[src/hdl/gzhp_pkg.sv]
// Shared types and constants for the gzip member header parser.
// Holds the byte and result request structs and the header byte codes.
// No dependencies.
`default_nettype none

package gzhp_pkg;

	// Width of the running header length counter
	localparam int unsigned LENGTH_BITS = 20;
	localparam int unsigned HDR_LEN_W   = 20;
	localparam int unsigned FIELD_W     = 16;
	localparam int unsigned FLAG_W      = 5;

	// Fixed header bytes
	localparam logic [7:0] MAGIC_ID1   = 8'h1F;
	localparam logic [7:0] MAGIC_ID2   = 8'h8B;
	localparam logic [7:0] METHOD_DEFL = 8'h08;
	localparam logic [7:0] FLG_RSVD    = 8'hE0;

	// Flag bits (low five bits of FLG)
	localparam int unsigned FLG_HCRC_BIT    = 1;
	localparam int unsigned FLG_EXTRA_BIT   = 2;
	localparam int unsigned FLG_NAME_BIT    = 3;
	localparam int unsigned FLG_COMMENT_BIT = 4;

	// Bytes of the fixed part that follow FLG (MTIME, XFL, OS)
	localparam logic [FIELD_W-1:0] FIXED_REST = FIELD_W'(6);

	typedef struct packed {
		logic [7:0] data_byte;
		logic       first_byte;
		logic       last_byte;
	} byte_item_t;

	typedef struct packed {
		logic                 header_ok;
		logic [HDR_LEN_W-1:0] header_length;
	} result_item_t;

endpackage

`default_nettype wire

[src/hdl/gzip_member_header_parser.sv]
// Top level of the gzip member header parser: input register, per-byte
// header state update and result register.
// Depends on gzhp_pkg for the request structs and header constants.
`default_nettype none

// Takes one buffer byte per request, starting at a byte marked first_byte,
// and walks a gzip (RFC 1952) member header: magic, method, flags, the rest
// of the fixed part, then the optional extra field, name, comment and header
// CRC (skipped, not checked). One result per buffer: header_ok with the
// header length on the byte that completes the header, or an error on the
// first fault, on a truncated buffer, or on a length past the counter width.
// Later bytes are dropped until last_byte. The block takes one byte every
// cycle unless a stalled result holds it; a byte is held in the input register
// and its result is registered in the output register.
// A stall on the result side holds both registers and backs up into
// byte_stall in the same cycle.
module gzip_member_header_parser (
	input  wire logic                 clk,
	input  wire logic                 arst_n,
	input  wire logic                 byte_valid,
	output logic                      byte_stall,
	input  wire gzhp_pkg::byte_item_t byte_item,
	output logic                      result_valid,
	input  wire logic                 result_stall,
	output gzhp_pkg::result_item_t    result_item
);

	localparam int unsigned LB = gzhp_pkg::LENGTH_BITS;
	localparam int unsigned FW = gzhp_pkg::FIELD_W;

	localparam logic [3:0] PH_IDLE    = 4'd0;
	localparam logic [3:0] PH_ID1     = 4'd1;
	localparam logic [3:0] PH_ID2     = 4'd2;
	localparam logic [3:0] PH_CM      = 4'd3;
	localparam logic [3:0] PH_FLG     = 4'd4;
	localparam logic [3:0] PH_FIXED   = 4'd5;
	localparam logic [3:0] PH_XLO     = 4'd6;
	localparam logic [3:0] PH_XHI     = 4'd7;
	localparam logic [3:0] PH_EXTRA   = 4'd8;
	localparam logic [3:0] PH_NAME    = 4'd9;
	localparam logic [3:0] PH_COMMENT = 4'd10;
	localparam logic [3:0] PH_HCRC1   = 4'd11;
	localparam logic [3:0] PH_HCRC2   = 4'd12;
	localparam logic [3:0] PH_WAIT    = 4'd13;

	// Input register
	logic                 valid_s1;
	gzhp_pkg::byte_item_t item_s1;

	// Parser state
	logic [3:0]                  phase_q;
	logic [gzhp_pkg::FLAG_W-1:0] flags_q;
	logic [FW-1:0]               field_cnt_q;
	logic [7:0]                  xlo_q;
	logic [LB-1:0]               len_q;

	// Next-state and result logic
	logic [3:0]                  ph_cur, ph_nxt;
	logic [gzhp_pkg::FLAG_W-1:0] flags_cur, flags_nxt;
	logic [FW-1:0]               field_cur, field_nxt, field_dec, xlen;
	logic [7:0]                  xlo_cur, xlo_nxt;
	logic [LB-1:0]               len_cur, len_nxt;
	logic                        fail, emit;
	gzhp_pkg::result_item_t      res;

	logic out_blocked, advance_s1, accept_in;

	// First optional section at or after the given phase whose flag is set
	function automatic logic [3:0] next_section(
		input logic [3:0]                  from,
		input logic [gzhp_pkg::FLAG_W-1:0] flg
	);
		logic [3:0] r;
		r = PH_WAIT;
		if (from <= PH_HCRC1 && flg[gzhp_pkg::FLG_HCRC_BIT])       r = PH_HCRC1;
		if (from <= PH_COMMENT && flg[gzhp_pkg::FLG_COMMENT_BIT]) r = PH_COMMENT;
		if (from <= PH_NAME && flg[gzhp_pkg::FLG_NAME_BIT])       r = PH_NAME;
		if (from <= PH_XLO && flg[gzhp_pkg::FLG_EXTRA_BIT])       r = PH_XLO;
		return r;
	endfunction

	// Handshake: stage 1 moves on unless a result sits stalled at the output
	assign out_blocked = result_valid && result_stall;
	assign advance_s1  = valid_s1 && !out_blocked;
	assign byte_stall  = valid_s1 && out_blocked;
	assign accept_in   = byte_valid && !byte_stall;

	// Per-byte header walk
	always_comb begin
		// a first byte restarts from a cleared state
		if (item_s1.first_byte) begin
			ph_cur    = PH_ID1;
			flags_cur = '0;
			field_cur = '0;
			xlo_cur   = '0;
			len_cur   = '0;
		end else begin
			ph_cur    = phase_q;
			flags_cur = flags_q;
			field_cur = field_cnt_q;
			xlo_cur   = xlo_q;
			len_cur   = len_q;
		end

		ph_nxt    = ph_cur;
		flags_nxt = flags_cur;
		field_nxt = field_cur;
		xlo_nxt   = xlo_cur;
		len_nxt   = len_cur;
		fail      = 1'b0;
		emit      = 1'b0;
		field_dec = field_cur - FW'(1);
		xlen      = {item_s1.data_byte, xlo_cur};
		res       = '0;

		if (ph_cur == PH_IDLE || ph_cur > PH_WAIT) begin
			ph_nxt = PH_IDLE;
		end else if (ph_cur == PH_WAIT) begin
			if (item_s1.last_byte) begin
				ph_nxt = PH_IDLE;
			end
		end else begin
			if (&len_cur) begin
				fail = 1'b1;
			end else begin
				len_nxt = len_cur + LB'(1);
				unique case (ph_cur)
					PH_ID1: begin
						if (item_s1.data_byte != gzhp_pkg::MAGIC_ID1) fail = 1'b1;
						else ph_nxt = PH_ID2;
					end
					PH_ID2: begin
						if (item_s1.data_byte != gzhp_pkg::MAGIC_ID2) fail = 1'b1;
						else ph_nxt = PH_CM;
					end
					PH_CM: begin
						if (item_s1.data_byte != gzhp_pkg::METHOD_DEFL) fail = 1'b1;
						else ph_nxt = PH_FLG;
					end
					PH_FLG: begin
						if ((item_s1.data_byte & gzhp_pkg::FLG_RSVD) != 8'h00) begin
							fail = 1'b1;
						end else begin
							flags_nxt = item_s1.data_byte[gzhp_pkg::FLAG_W-1:0];
							field_nxt = gzhp_pkg::FIXED_REST;
							ph_nxt    = PH_FIXED;
						end
					end
					PH_FIXED: begin
						field_nxt = field_dec;
						if (field_dec == '0) ph_nxt = next_section(PH_XLO, flags_cur);
					end
					PH_XLO: begin
						xlo_nxt = item_s1.data_byte;
						ph_nxt  = PH_XHI;
					end
					PH_XHI: begin
						field_nxt = xlen;
						ph_nxt    = (xlen != '0) ? PH_EXTRA
							: next_section(PH_NAME, flags_cur);
					end
					PH_EXTRA: begin
						field_nxt = field_dec;
						if (field_dec == '0) ph_nxt = next_section(PH_NAME, flags_cur);
					end
					PH_NAME: begin
						if (item_s1.data_byte == 8'h00) begin
							ph_nxt = next_section(PH_COMMENT, flags_cur);
						end
					end
					PH_COMMENT: begin
						if (item_s1.data_byte == 8'h00) begin
							ph_nxt = next_section(PH_HCRC1, flags_cur);
						end
					end
					PH_HCRC1: ph_nxt = PH_HCRC2;
					PH_HCRC2: ph_nxt = PH_WAIT;
					default:  fail = 1'b1;
				endcase
			end

			// result on fault, on completion, or on running out of bytes
			if (fail) begin
				emit = 1'b1;
			end else if (ph_nxt == PH_WAIT) begin
				emit              = 1'b1;
				res.header_ok     = 1'b1;
				res.header_length = gzhp_pkg::HDR_LEN_W'(len_nxt);
			end else if (item_s1.last_byte) begin
				emit = 1'b1;
			end
			if (emit) begin
				ph_nxt = item_s1.last_byte ? PH_IDLE : PH_WAIT;
			end
		end
	end

	// Input register: load on accept, drop when consumed
	always_ff @(posedge clk or negedge arst_n) begin
		if (!arst_n) begin
			valid_s1 <= 1'b0;
		end else if (accept_in) begin
			valid_s1 <= 1'b1;
		end else if (advance_s1) begin
			valid_s1 <= 1'b0;
		end
	end

	always_ff @(posedge clk) begin
		if (accept_in) begin
			item_s1 <= byte_item;
		end
	end

	// Parser state: advance once per consumed byte
	always_ff @(posedge clk or negedge arst_n) begin
		if (!arst_n) begin
			phase_q     <= PH_IDLE;
			flags_q     <= '0;
			field_cnt_q <= '0;
			xlo_q       <= '0;
			len_q       <= '0;
		end else if (advance_s1) begin
			phase_q     <= ph_nxt;
			flags_q     <= flags_nxt;
			field_cnt_q <= field_nxt;
			xlo_q       <= xlo_nxt;
			len_q       <= len_nxt;
		end
	end

	// Result register: hold while stalled
	always_ff @(posedge clk or negedge arst_n) begin
		if (!arst_n) begin
			result_valid <= 1'b0;
		end else if (advance_s1 && emit) begin
			result_valid <= 1'b1;
		end else if (!result_stall) begin
			result_valid <= 1'b0;
		end
	end

	always_ff @(posedge clk) begin
		if (advance_s1 && emit) begin
			result_item <= res;
		end
	end

endmodule

`default_nettype wire

[config.mk]
export PLATFORM = sky130hd
export DESIGN_NAME = gzip_member_header_parser
export DESIGN_NICKNAME = d
export VERILOG_FILES = /design/src/hdl/gzhp_pkg.sv /design/src/hdl/gzip_member_header_parser.sv
export SDC_FILE = /design/constraint.sdc
export NUM_CORES = 1
export LEC_CHECK = 0
export BUFFER_PORTS_ARGS = -buffer_cell sky130_fd_sc_hd__clkbuf_2
export CAP_MARGIN = 10
export CELL_PAD_IN_SITES_DETAIL_PLACEMENT = 0
export CELL_PAD_IN_SITES_GLOBAL_PLACEMENT = 1
export CORE_AREA = 5 5 112 114
export CTS_CLUSTER_SIZE = 12
export DETAILED_ROUTE_END_ITERATION = 8
export DIE_AREA = 0 0 117 119
export HOLD_SLACK_MARGIN = 0.12
export PLACE_DENSITY_LB_ADDON = 0.1
export SLEW_MARGIN = 20
export SYNTH_ARGS = -nofsm -noshare
export SYNTH_HDL_FRONTEND = slang
export SYNTH_SLANG_ARGS = --single-unit
export TNS_END_PERCENT = 20
[constraint.sdc]
create_clock -name clk -period 6.1 [get_ports clk]
set_input_delay 0.915 -clock clk [delete_from_list [all_inputs] [get_ports clk]]
set_output_delay 0.915 -clock clk [all_outputs]
set_load 0.01 [all_outputs]
Word level (Yosys, flattened, before mapping). Index checks and enable logic that the tools add are counted.

Add/sub/neg operators: 2. Order comparisons: 1. Equality and inequality tests: 18. Multiplexer cells: 64. Bitwise logic cells: 1. Reduce and logical (&&, ||, !) cells: 19.

Operators with widths (count): $mux 4 (21); $mux 16 (5); $mux 20 (4); $pmux 16 s3 (1); $pmux 4 s12 (1); $mux 8 (5); $mux 5 (6); $eq 4x4->1 const B (7); $mux 21 (1); $add 20x1->20 const B (1); $reduce_and 20->1 (1); $mux 1 (18); $eq 4x3->1 const B (4); $logic_not 16->1 (1); $reduce_bool 16->1 (1); $sub 16x1->16 const B (1); $eq 4x2->1 const B (2); $logic_not 8->1 (1); $ne 8x4->1 const B (1); $ne 8x5->1 const B (1); $ne 8x8->1 const B (1); $reduce_bool 8->1 (1); $reduce_or 8->1 (1); $logic_and 1x1->1 (5); other kinds (13) (14).

Flip-flop bits (word level): 86. Input port bits: 14. Output and inout port bits: 23.

Logic depth before layout (Yosys ltp).
Depth after elaboration: 19. Gate-level depth with buffers: 17. Gate-level depth less buffers: 12.

Worst setup path after synthesis. OpenSTA, ideal clock, no wires.

Path kind: flip-flop to flip-flop. Start point: reg item_s1[1] (netlist name). End point: reg result_item[0] (netlist name), enable pin. Setup time: 0.399 ns. Data arrival time: 4.293 ns. Data required time: 5.701 ns. Setup slack: 1.408 ns. Cell stages (with the launch flop): 16. Path buffers: 4. Period minus slack after synthesis: 4.692 ns. Cells stage by stage: edfxtp_1 buf_2 clkbuf_1 clkbuf_1 clkbuf_1 nor2b_1 ha_1 nand4_1 nor4_4 a21o_2 or3_1 nor4_1 a211oi_1 a2111oi_2 a21boi_1 nor2_1.

Word-level cells in the longest chain between the ends: 18. Elaborated cells on any way between the ends: 55. Classes of those cells: add/sub (1); order compare (1); eq/ne (14); mux (32); reduce/logical (7).

Ends and longest elaborated chain: start, declared (line gzip_member_header_parser.sv:48) `gzhp_pkg::byte_item_t item_s1;`; start signal, assigned (line gzip_member_header_parser.sv:211) `item_s1 <= byte_item;`; branches (longest 16 deep; another with $sub 16x1->16); $mux 1 (*) (line gzip_member_header_parser.sv:116) `if (ph_cur == PH_IDLE || ph_cur > PH_WAIT) begin`; $logic_and 1x1->1 (*) (line gzip_member_header_parser.sv:244) `if (advance_s1 && emit) begin`; end signal, assigned (line gzip_member_header_parser.sv:245) `result_item <= res;`; end, declared (line gzip_member_header_parser.sv:25) `output gzhp_pkg::result_item_t result_item`.

Every way passes the cells marked *. The select of a mux whose other input is x is not followed. A chain may end at the register's enable or synchronous reset.

Final worst setup path.
Start point: reg item_s1[1] (netlist name). End point: reg result_item[3] (netlist name), enable pin.

The elaborated chain is that of the path after synthesis.

==> flow_summary.yaml <==
route:
  dr_wl_met2_mm: 6.94
  dr.first_iter.drc_count: 371
  drt-wirelength-per-cell_um: 19.3
  vias_per_cell: 6.09
  route.vias.total: 4573
  wirelength_mm: 14.5
  top_layer: "met4"
  route.met3.wl_um: 655
  route.layer.met1.wl_mm: 6.53
  detail_route.drc_violations: 0
  first_pass_iters: 5
  postRouteAntennaNets: 0
critical_path:
  timing.critical_path.to_type: "flop"
  r2r_end: "result_item[3]"
  worst-setup-path-type: "flop to flop"
  worstRegToRegCells: 12
  cpLargestDelayFamily: "simple AND/OR/NAND/NOR gates"
  critical_path_peak_fanout: 31
  cp_data_required_time_ps: 6070
  worst-path-buf-inv: 1
  r2r_start: "item_s1[1]"
  crit_path_start_kind: "flop"
  worstPathArrival_ps: 4420
  critical_path.max_stage_delay_ps: 760
  worst-r2r-setup-slack_ps: 1650
  cp_slowest_cell: "sky130_fd_sc_hd__nor2_2"
  crit_chain: "buf_4, nor2b_1, ha_1, nand4_1, nor4_4, a21o_2, a21oi_1, nor4_2, a211oi_1, a2111oi_2, a21boi_1, nor2_2"
hold_path:
  min_delay_path_depth: 2
  hold_path_startpoint: "len_q[0]"
  min_path_type: "flop to flop"
  worstHoldEndpoint: "len_q[0]"
floorplan:
  placement_rows: 39
  die_area_um2: 13900
  die_height_um: 119
  start_util_pct: 46.3
  die-width_um: 117
  placeableCoreArea_um2: 11300
  ios: 37
placed_design:
  dpl.hpwl_mm: 10.3
  place.port_buffers: 36
  number_of_placed_instances_taps_included: 735
  gpl_congestion: 0.877
  dpl_worst_slack_ps: 1660
finish:
  flow.area_growth_from_synthesis_pct: 11.9
  fin_util_pct: 51.8
  nNetsFinal: 620
  final_cells: 751
  nFillCells: 1071
  drive_gt1_share_pct: 14.0
  diodes: 0
logic_synthesis:
  ys_types: 70
  netlist_instances: 582
  synth_enable_flop_cells: 31
  postSynth.topFlopCell: "sky130_fd_sc_hd__dfrtp_1"
  postSynthRegisterBits: 85
  postSynthAreaPerCell_um2: 9.01
  synthArstFlopShare_pct: 63.5
  yosysSeqAreaShare_pct: 43.5
  synthesis.nets: 599
  synth_area_um2: 5240
  synth-warning-count: 0
clock_tree:
  clk_pin_slew_worst_paths_ps: 60
  postCtsHoldBufs: 0
  tritoncts: "done"
  postCtsSetupBuffers: 0
  max-clock-path-buffers: 2
  cts-htree-levels: 3
  clock_root_buffer: "sky130_fd_sc_hd__clkbuf_16"
  cts-buffers-inserted: 9
  clk_latency_worst_skew_pair_ps: 350
  cts.repair.resized: 0
  clock_net_sink_count: 85
power:
  share_seq_of_total_power_pct: 35.9
  power.leakage_nw: 2.27
  comb_power_share_pct: 36.3
  clock_power_share_pct: 27.8
  total_switching_power_mw: 0.923
  swShare_pct: 38.7
  ir_drop_mv: 0.209
  power_mw: 2.39
  internal_power_mw: 1.46
  pwr_density_nw_per_um2: 406
global_route:
  grt_antenna_before_repair: 0
  wire_length_of_the_first_global_routing_pass_mm: 23.5
  overflow: 0
  global_route.usage.total_pct: 21.6
  grt_pass1_vias: 4393
  largest_net_degree_at_the_start_of_global_routing: 55
timing:
  tightest_slew_margin_relative_to_the_limit_pct: 27.5
  finalHoldViolations: 0
  finalWorstPathRequiredPeriod_ps: 4450
  finalCritPeriodShare_pct: 73.0
  clock.fmax_mhz: 224
  timing_worst_slew_pin_value_ps: 1080
  rsz0062_at_grt: "false"
  final-max-slew-violation-count: 0
  report.final.setup_viol: 0
  setup_total_negative_slack_ps: 0
  layout_setup_ws_ps: 1650
  fin_worst_skew_ps: 6.70
status:
  outcome: "complete, no violations"
flow_run:
  max_cap_viol_count: 0
-- worst max-delay path by stage --
| stage | slack [ps] | cells after the start | start | endpoint |
|---|---|---|---|---|
| after CTS | 1650 | 12 | item_s1[1] | result_item[4] |
| after floorplan | 1410 | 15 | item_s1[1] | result_item[0] |
| after global placement | 1840 | 12 | item_s1[1] | result_item[20] |
| after detailed placement | 1660 | 12 | item_s1[1] | result_item[20] |
| final | 1650 | 12 | item_s1[1] | result_item[3] |
| after global routing | 1300 | 12 | item_s1[1] | result_item[3] |
-- through the flow --
stage,cell area (µm²),hold slack (ps)
4_1_cts,5870,528
6_report,5870,524
5_1_grt,5870,551
2_1_floorplan,5240,464
3_5_place_dp,5510,493
3_3_place_gp,5510,508
-- registers in the layout (all words and copies together) (netlist names) --
name	cells
result_item	21
len_q	20
field_cnt_q	16
item_s1	10
xlo_q	8
flags_q	4
phase_q	4
result_valid	1
valid_s1	1
-- routing by layer --
| metal | GRT usage, % | up-vias |
|---|---|---|
| met5 | 0 | - |
| met4 | 8.89 | 0 |
| met3 | 2.99 | 27 |
| met2 | 35.3 | 158 |
| met1 | 28.7 | 2199 |
| li1 | - | 2189 |
-- cells in the final DEF, fill, tap and decap left out, types with 8 or more instances in the layout --
cell	netlist	routed
sky130_fd_sc_hd__a21oi_1	32	32
sky130_fd_sc_hd__a22o_1	18	18
sky130_fd_sc_hd__a22oi_1	8	8
sky130_fd_sc_hd__and2_1	8	8
sky130_fd_sc_hd__buf_4	2	8
sky130_fd_sc_hd__clkbuf_16	0	10
sky130_fd_sc_hd__clkbuf_2	1	36
sky130_fd_sc_hd__dfrtp_1	54	54
sky130_fd_sc_hd__edfxtp_1	31	31
sky130_fd_sc_hd__inv_1	9	9
sky130_fd_sc_hd__nand2_1	75	75
sky130_fd_sc_hd__nand3_1	20	20
sky130_fd_sc_hd__nand4_1	8	8
sky130_fd_sc_hd__nor2_1	58	57
sky130_fd_sc_hd__nor2b_1	12	12
sky130_fd_sc_hd__nor3_1	21	21
sky130_fd_sc_hd__nor4_1	10	10
sky130_fd_sc_hd__o21ai_0	48	47
sky130_fd_sc_hd__xnor2_1	15	15
sky130_fd_sc_hd__xor2_1	11	11
-- tightest hold or removal path: cells and delay by family, from the launching register on --
kind,cells,cell delay [ps]
DFF,1,370
and+or+nand+nor,1,50
AOI/OAI and AO/OA,1,70
-- kinds of logic after synthesis --
group	share of synthesized area (%)
AOI/OAI and AO/OA	19.9
xor gates and xnor gates	4.34
adders and majority gates	0.716
buffers and inverters	3.79
DFF	43.5
muxes	1.22
and+or+nand+nor	26.5
-- area by class of cell --
cell class              instances  area [µm²]  share of cell area [%]
clock buffers                  13         272                    4.63
clock inverters                 3        90.1                    1.53
inverters                      11        41.3                   0.703
multi-input cells             452        2770                    47.1
flip-flops and latches         85        2280                    38.9
well taps                     143         179                    3.05
repair buffers                 44         240                    4.09
-- cell usage after synthesis (all sizes together), types with 4 or more instances --
cell type	count	share of area (%)
nand2b	4	0.48
nand4	9	1.2
o21ai	50	4.8
buf	14	1.6
nand3	22	2.3
clkbuf	20	1.5
edfxtp	31	18
o31ai	5	0.72
a311oi	5	0.84
nor4	16	3.1
o31a	4	0.67
a31oi	5	0.60
nor3b	6	0.95
and2	8	0.95
nor2	59	4.3
a21o	4	0.60
dfrtp	54	26
a211oi	5	0.81
inv	11	0.79
and4	4	0.67
nor3	23	2.4
a22o	18	3.0
xor2	11	1.8
or3	4	0.57
nand2	75	5.4
nor2b	12	1.4
a22oi	8	1.1
o22ai	5	0.60
a21oi	33	3.4
xnor2	15	2.5
-- power groups by stage --
stage,logic [mW],registers (mW),clock network [mW]
after floorplan,0.675,0.801,0
after global placement,0.855,0.861,0
after detailed placement,0.862,0.863,0
after CTS,0.869,0.854,0.674
after global routing,0.961,0.872,0.694
final,0.866,0.856,0.663
No activity file was read; power rests on OpenSTA's default activity.
